--- src/rtl/gcc_pkg.sv ---
// gcc_pkg: shared types and constants for the graph connectivity checker
// holds the input and result word structs, the row write and walk status structs
// no dependencies
package gcc_pkg;

  localparam int MAX_VERTICES_DEF = 32;
  localparam int ROW_W            = 32;
  localparam int IDX_W            = 5;
  localparam int CNT_W            = 6;
  localparam int CFG_W            = 6;

  localparam logic OP_LOAD  = 1'b0;
  localparam logic OP_CHECK = 1'b1;

  typedef struct packed {
    logic             operation;
    logic [IDX_W-1:0] row_index;
    logic [ROW_W-1:0] row_bits;
  } in_word_t;

  typedef struct packed {
    logic             connected;
    logic [CNT_W-1:0] reached_count;
  } out_word_t;

  typedef struct packed {
    logic             en;
    logic [IDX_W-1:0] idx;
    logic [ROW_W-1:0] bits;
  } row_wr_t;

  typedef struct packed {
    logic      busy;
    logic      push;
    out_word_t res;
  } walk_st_t;

  typedef enum logic [1:0] {
    ST_IDLE,
    ST_RUN,
    ST_HOLD
  } walk_state_t;

endpackage

--- src/rtl/gcc_row_mem.sv ---
// gcc_row_mem: adjacency row storage, one write port and one registered read port
// depends on gcc_pkg
module gcc_row_mem #(
  parameter int MAX_VERTICES = gcc_pkg::MAX_VERTICES_DEF,
  localparam int AW = $clog2(MAX_VERTICES)
) (
  input  logic                     clk,
  input  gcc_pkg::row_wr_t         wr,
  input  logic [AW-1:0]            rd_addr,
  output logic [gcc_pkg::ROW_W-1:0] rd_data
);
  import gcc_pkg::*;

  logic [ROW_W-1:0] mem [MAX_VERTICES];
  logic [ROW_W-1:0] rd_data_r;

  always_ff @(posedge clk) begin
    if (wr.en) begin
      mem[AW'(wr.idx)] <= wr.bits;
    end
  end

  always_ff @(posedge clk) begin
    rd_data_r <= mem[rd_addr];
  end

  assign rd_data = rd_data_r;

endmodule

--- src/rtl/gcc_walk.sv ---
// gcc_walk: sequencer and merge unit that grows the reached set one row per cycle
// passes repeat until a full pass adds nothing; depends on gcc_pkg
module gcc_walk #(
  parameter int MAX_VERTICES = gcc_pkg::MAX_VERTICES_DEF,
  localparam int AW = $clog2(MAX_VERTICES),
  localparam int NW = $clog2(MAX_VERTICES + 1)
) (
  input  logic                      clk,
  input  logic                      rst_n,
  input  logic                      start,
  input  logic [NW-1:0]             n_eff,
  input  logic                      push_ok,
  input  logic [gcc_pkg::ROW_W-1:0] rd_data,
  output logic [AW-1:0]             rd_addr,
  output gcc_pkg::walk_st_t         st
);
  import gcc_pkg::*;

  localparam int VW = MAX_VERTICES;
  localparam int CW = $clog2(MAX_VERTICES + 1);

  walk_state_t     state_r, state_nxt;
  logic [VW-1:0]   reached_r, reached_nxt;
  logic [VW-1:0]   mask_r, mask_nxt;
  logic [CW-1:0]   count_r, count_nxt;
  logic            changed_r, changed_nxt;
  logic [AW-1:0]   v_r, v_nxt;
  logic [AW-1:0]   v_q_r, v_q_nxt;
  logic            q_vld_r, q_vld_nxt;
  logic [AW-1:0]   n_m1_r, n_m1_nxt;

  logic            hit;
  logic            last;
  logic            chg;
  logic            push;
  logic [VW-1:0]   grow;
  logic [CW-1:0]   cnt_sum;

  always_ff @(posedge clk) begin
    if (!rst_n) begin
      state_r <= ST_IDLE;
      q_vld_r <= 1'b0;
    end else begin
      state_r <= state_nxt;
      q_vld_r <= q_vld_nxt;
    end
  end

  always_ff @(posedge clk) begin
    reached_r <= reached_nxt;
    mask_r    <= mask_nxt;
    count_r   <= count_nxt;
    changed_r <= changed_nxt;
    v_r       <= v_nxt;
    v_q_r     <= v_q_nxt;
    n_m1_r    <= n_m1_nxt;
  end

  always_comb begin
    hit     = reached_r[v_q_r];
    grow    = reached_r | (VW'(rd_data) & mask_r & {VW{hit}});
    chg     = (grow != reached_r);
    last    = (v_q_r == n_m1_r);
    cnt_sum = count_r + CW'(hit);
  end

  always_comb begin
    state_nxt   = state_r;
    reached_nxt = reached_r;
    mask_nxt    = mask_r;
    count_nxt   = count_r;
    changed_nxt = changed_r;
    v_nxt       = v_r;
    v_q_nxt     = v_r;
    q_vld_nxt   = 1'b0;
    n_m1_nxt    = n_m1_r;
    push        = 1'b0;
    unique case (state_r)
      ST_IDLE: begin
        if (start) begin
          state_nxt   = ST_RUN;
          reached_nxt = VW'(1);
          count_nxt   = '0;
          changed_nxt = 1'b0;
          v_nxt       = '0;
          n_m1_nxt    = AW'(n_eff - NW'(1));
          for (int i = 0; i < VW; i++) begin
            mask_nxt[i] = (n_eff > NW'(i));
          end
        end
      end
      ST_RUN: begin
        v_nxt     = (v_r == n_m1_r) ? '0 : v_r + AW'(1);
        q_vld_nxt = 1'b1;
        if (q_vld_r) begin
          reached_nxt = grow;
          if (last) begin
            if (changed_r || chg) begin
              count_nxt   = '0;
              changed_nxt = 1'b0;
            end else begin
              count_nxt = cnt_sum;
              state_nxt = ST_HOLD;
              q_vld_nxt = 1'b0;
            end
          end else begin
            count_nxt   = cnt_sum;
            changed_nxt = changed_r || chg;
          end
        end
      end
      ST_HOLD: begin
        if (push_ok) begin
          push      = 1'b1;
          state_nxt = ST_IDLE;
        end
      end
      default: begin
        state_nxt = ST_IDLE;
      end
    endcase
  end

  assign rd_addr               = v_r;
  assign st.push               = push;
  assign st.busy               = (state_r != ST_IDLE);
  assign st.res.connected      = (reached_r == mask_r);
  assign st.res.reached_count  = CNT_W'(count_r);

endmodule

--- src/rtl/graph_connectivity_check.sv ---
// graph_connectivity_check: top level, config register, input decode and result register
// a load word stores one row; a check runs the merge loop over the single-port row read,
// one row per cycle, with passes repeated until stable
// no new word is taken while a check runs; the result register frees the walk unit
// reset clears control state and sets vertex_count to 1; stored rows are undefined until loaded
module graph_connectivity_check #(
  parameter int MAX_VERTICES = gcc_pkg::MAX_VERTICES_DEF
) (
  input  logic                      clk,
  input  logic                      rst_n,
  input  logic                      in_valid,
  output logic                      in_stall,
  input  gcc_pkg::in_word_t         in_data,
  output logic                      out_valid,
  input  logic                      out_stall,
  output gcc_pkg::out_word_t        out_data,
  input  logic                      cfg_valid,
  output logic                      cfg_ready,
  input  logic [gcc_pkg::CFG_W-1:0] cfg_data
);
  import gcc_pkg::*;

  localparam int AW = $clog2(MAX_VERTICES);
  localparam int NW = $clog2(MAX_VERTICES + 1);

  logic [CFG_W-1:0] vcount_r;
  logic             out_valid_r;
  out_word_t        out_data_r;

  logic             in_acc;
  logic             start;
  logic [NW-1:0]    n_eff;
  logic             push_ok;
  row_wr_t          wr;
  logic [AW-1:0]    rd_addr;
  logic [ROW_W-1:0] rd_data;
  walk_st_t         st;

  assign cfg_ready = 1'b1;
  assign in_stall  = st.busy;
  assign in_acc    = in_valid && !in_stall;
  assign start     = in_acc && (in_data.operation == OP_CHECK);
  assign push_ok   = !out_valid_r || !out_stall;

  always_comb begin
    wr.en   = in_acc && (in_data.operation == OP_LOAD) &&
              (32'(in_data.row_index) < MAX_VERTICES);
    wr.idx  = in_data.row_index;
    wr.bits = in_data.row_bits;
  end

  always_comb begin
    priority if (vcount_r == '0) begin
      n_eff = NW'(1);
    end else if (32'(vcount_r) > MAX_VERTICES) begin
      n_eff = NW'(MAX_VERTICES);
    end else begin
      n_eff = NW'(vcount_r);
    end
  end

  always_ff @(posedge clk) begin
    if (!rst_n) begin
      vcount_r <= CFG_W'(1);
    end else if (cfg_valid && cfg_ready) begin
      vcount_r <= cfg_data;
    end
  end

  always_ff @(posedge clk) begin
    if (!rst_n) begin
      out_valid_r <= 1'b0;
    end else if (st.push) begin
      out_valid_r <= 1'b1;
    end else if (!out_stall) begin
      out_valid_r <= 1'b0;
    end
  end

  always_ff @(posedge clk) begin
    if (st.push) begin
      out_data_r <= st.res;
    end
  end

  assign out_valid = out_valid_r;
  assign out_data  = out_data_r;

  gcc_row_mem #(
    .MAX_VERTICES(MAX_VERTICES)
  ) u_row_mem (
    .clk     (clk),
    .wr      (wr),
    .rd_addr (rd_addr),
    .rd_data (rd_data)
  );

  gcc_walk #(
    .MAX_VERTICES(MAX_VERTICES)
  ) u_walk (
    .clk     (clk),
    .rst_n   (rst_n),
    .start   (start),
    .n_eff   (n_eff),
    .push_ok (push_ok),
    .rd_data (rd_data),
    .rd_addr (rd_addr),
    .st      (st)
  );

  a_start_busy: assert property (@(posedge clk) disable iff (!rst_n)
    start |=> in_stall)
    else $error("check start did not make the block busy");

  a_push_only_idle_out: assert property (@(posedge clk) disable iff (!rst_n)
    st.push |-> push_ok)
    else $error("result pushed while output register is blocked");

  a_count_nonzero: assert property (@(posedge clk) disable iff (!rst_n)
    out_valid |-> (out_data.reached_count != '0))
    else $error("result reports zero vertices reached");

  a_rise_from_push: assert property (@(posedge clk) disable iff (!rst_n)
    $rose(out_valid) |-> $past(st.push))
    else $error("output valid rose without a push from the walk unit");

endmodule
--- config.mk ---
export PLATFORM = sky130hd
export DESIGN_NAME = graph_connectivity_check
export DESIGN_NICKNAME = d
export VERILOG_FILES = /design/src/rtl/gcc_pkg.sv /design/src/rtl/gcc_row_mem.sv /design/src/rtl/gcc_walk.sv /design/src/rtl/graph_connectivity_check.sv
export SDC_FILE = /design/constraint.sdc
export NUM_CORES = 1
export LEC_CHECK = 0
export BUFFER_PORTS_ARGS = -buffer_cell sky130_fd_sc_hd__buf_4
export CAP_MARGIN = 20
export CELL_PAD_IN_SITES_DETAIL_PLACEMENT = 0
export CELL_PAD_IN_SITES_GLOBAL_PLACEMENT = 1
export CORE_ASPECT_RATIO = 1.5
export CORE_MARGIN = 4
export CORE_UTILIZATION = 56
export CTS_CLUSTER_SIZE = 12
export DETAILED_ROUTE_END_ITERATION = 10
export GPL_ROUTABILITY_DRIVEN = 0
export PLACE_DENSITY_LB_ADDON = 0.15
export RECOVER_POWER = 25
export SLEW_MARGIN = 20
export SYNTH_ARGS = -nofsm -noshare
export SYNTH_HDL_FRONTEND = slang
export SYNTH_SLANG_ARGS = --single-unit
--- constraint.sdc ---
create_clock -name clk -period 3.55 [get_ports clk]
set_input_delay 0.355 -clock clk [delete_from_list [all_inputs] [get_ports clk]]
set_output_delay 0.355 -clock clk [all_outputs]
set_load 0.1 [all_outputs]
==> results by group <==
Run status
  – Status: completed

Global route
  – First-pass GRT wire length: approximately 150000 um
  – Largest net degree at the start of global routing: 64
  – Grt total ovfl: 0
  – Initial antenna violation count: 3
  – Vias in the first global route: approximately 22000
  – GRT Resource Usage Total: between 20% and 30%

Clocking
  – Longest Clk Path Bufs: 3
  – Root Buffer: clkbuf_16
  – Total CTS buffers: 110
  – Skew-Pair Late Insertion Delay: around 670 ps
  – Post-CTS Setup Repair Bufs: 0
  – Clock slew at reported path FFs: about 60 ps
  – H-tree lvl count: 3
  – TritonCTS clock tree: done
  – # clock sinks: between 1000 and 1500

Final layout
  – Layout fillers: around 5200
  – Layout Cells excl Fill: around 3300
  – Area growth syn-to-layout: 13.2%
  – Layout Nets: around 2200
  – Final Cell Area: a little over 50000 um^2
  – Share of layout cells above drive strength 1: between 20 and 30%
  – Core Util, Final: 64.3%

STA
  – Hold_ws: 79.4 ps
  – Fin Clk Skew: between 20 and 25 ps
  – Final Setup Violations: 0
  – Fin crit period: between 2000 and 3000 ps
  – PnR worst setup slack: 714 ps
  – Fin crit share: 79.9%
  – Fmax: around 350 MHz
  – Max Slew Vio Count: 0
  – Setup TNS: 0 ps
  – Unrepaired setup endpoints after global routing: false
  – Relative slew margins: 10.7%
  – Final hold violations: 0
  – Worst slew pin tran: 1340 ps

Synthesis
  – Mapped cell area: 44800 um^2
  – Synth area leaders: edfxtp_1 (75%), mux4_2 (16%), dfxtp_1 (2.1%)
  – Synth area leader: edfxtp_1
  – Sequential share of the synthesized area: about three quarters
  – Post-synth EDFFs: 1112
  – Seq cells post-synth: 1159
  – Predominant post-synthesis flop cell: edfxtp_1
  – Cell with the most instances after synthesis: edfxtp_1
  – Synth top cells by count: edfxtp_1 (1112), mux4_2 (320), nor2_1 (86), nand2_1 (50), clkbuf_1 (49)
  – Async S/R FF share, synth: 0%
  – Synth cell types: between 50 and 60
  – Post-Synthesis Cells: between 2000 and 2500
  – Syn Nets: between 2000 and 2500
  – Post-Synthesis Mean Instance Area: approximately 22 um^2
  – YS warnings: 0
  – Synth top area share: roughly three quarters

Critical path
  – Critical path buffers and inverters: 1
  – Worst path depth: 6
  – Crit-path cells: nor2_1 -> nand2_1 -> nor3b_1 -> nand2_1 -> nor2_4 -> buf_12
  – CP Launch Point: u_walk.state_r[1]
  – CP dominant cell by count: nand2_1
  – Reg-to-reg critical path startpoint: u_walk.state_r[1]
  – Delay-heaviest family, CP: simple AND/OR/NAND/NOR gates
  – R2r worst-path depth: 6
  – Setup crit end: u_row_mem.mem[22][17]
  – Crit Path Max Fanout: 20
  – CP endpoint kind: flop
  – Flop2flop setup slack: 710 ps
  – Startpoint types: flop
  – CP Class: flop to flop
  – Max stage delay cell, worst path: nor2_4
  – Critical path data required time: roughly 3900 ps
  – Worst EP arrival: about 3200 ps
  – RR Endpoint: u_row_mem.mem[22][17]
  – Critical path's largest stage delay: 600 ps

Die
  – Die X: between 200 and 250 um
  – Ports: 59
  – Core ar.: 79000 um^2
  – Row count: approximately 130
  – Die H: 354 um
  – Die area: ~85000 um^2
  – Effective utilization at floorplan: about 57%

Placed design
  – Port bufs: between 50 and 60
  – Post-Place Cells: about 3100
  – DP Area: roughly 47000 um^2
  – Setup WS pre-CTS: just over 700 ps
  – Post-DP HPWL: between 60000 and 70000 um

Route
  – Overall routed net length: ~100000 um
  – Final ANT Viol Nets: 0
  – Post-route DRC: 0
  – DR pass1 iterations: 7
  – WL/cell: between 30 and 40 um
  – DRT iter0 DRCs: roughly 1800
  – Via count: about 21000
  – Drt via density: ~6.4

Power and ir drop
  – Overall power: roughly 28 mW
  – Peak VDD IR: between 400 and 500 uV
  – PwrDens: between 500 and 600 nW/um^2
  – P_leak: about 16 nW

Job
  – Max Cap Viol: 0

Hold path
  – Hold Crit Class: input port to flop
  – Hold Crit Start: cfg_valid
[worst min path at each step]
stage                                 end  depth (start not counted)
floorplan                 u_walk.v_q_r[2]                          0
global placement              out_data[0]                          0
detailed placement            out_data[0]                          0
CTS                 u_row_mem.mem[21][11]                          1
global route        u_row_mem.mem[16][25]                          1
finish                        vcount_r[3]                          3
[final cells by class]
type | instances | area [um^2] | area share, %
Clock inverter | 10 | 113 | 0.222
Clock buffer | 195 | 3210 | 6.33
Timing Repair Buffer | 154 | 1580 | 3.12
Inverter | 19 | 71.3 | 0.141
Tap cell | 1024 | 1280 | 2.52
Multi-Input combinational cell | 741 | 10200 | 20.0
Antenna cell | 1 | 2.50 | 0.00493
Sequential cell | 1159 | 34300 | 67.6
[report_power, final]
group / switching (mW) / total [mW] / leakage [nW] / internal [mW]
sequential: 0.241 / 15.4 / 10.4 / 15.2
combinational: 1.07 / 1.97 / 3.86 / 0.901
clock: 4.77 / 10.9 / 1.59 / 6.10
total: 6.08 / 28.3 / 15.9 / 22.2
[routing by layer]
layer	track usage, %	vias up	wire length, um
met2	45.2	751	57400
met4	8.37	2	3680
met5	0	-	13
met3	3.61	191	5420
li1	-	8794	-
met1	31.5	11400	38400
[cells by family (layout without fill, tap and decap cells)]
family                     count (synthesis)  after routing  share of synthesized area [%]
DFF                                     1159           1159                           76.6
muxes                                    374            374                           17.4
and+or+nand+nor                          221            221                           2.31
buffers and inverters                    118            378                           1.27
AOI/OAI and AO/OA                         96             96                           1.43
xor gates and xnor gates                  43             43                          0.840
adders and majority gates                  6              6                          0.167
other                                      1              2                        0.00837
[tightest hold or removal path, cell delays in order]
cell and delay (ps):
buf_4 140, mux2i_1 90, nor2b_1 120
[layout by cell type, fill, tap and decap left out, types with 6 or more instances in the layout]
cell type      instances
dlygate4sd3_1         15
a21oi_1               13
a31oi_1               33
buf_12                38
buf_4                 78
nor2b_1               12
nor2_1                54
o21ai_0                9
nand3b_1              15
nand3_1               18
xor2_1                12
mux2i_1               22
nor2_4                32
dfxtp_1               47
mux2_2                32
xnor2_1               31
edfxtp_1            1112
clkbuf_16            112
nand4_1                7
mux4_2               320
nor3_1                 6
clkbuf_8              10
clkbuf_1              96
nand2b_1              13
o22ai_1                6
nand2_1               50
inv_1                 18
ha_1                   6
[flip-flops by register name, summed over array words and instances (netlist names), 6 cells and up]
signal / flops
out_data: 7
vcount_r: 6
u_row_mem.mem: 1024
u_row_mem.rd_data: 32
u_walk.mask_r: 32
u_walk.count_r: 6
u_walk.reached_r: 32
[repair_timing]
item,in CTS,in global routing
gates resized for setup,0,0
endpoints found under the hold margin,9,0
hold buffers,15,0
Power figures use the tool's default switching activity.
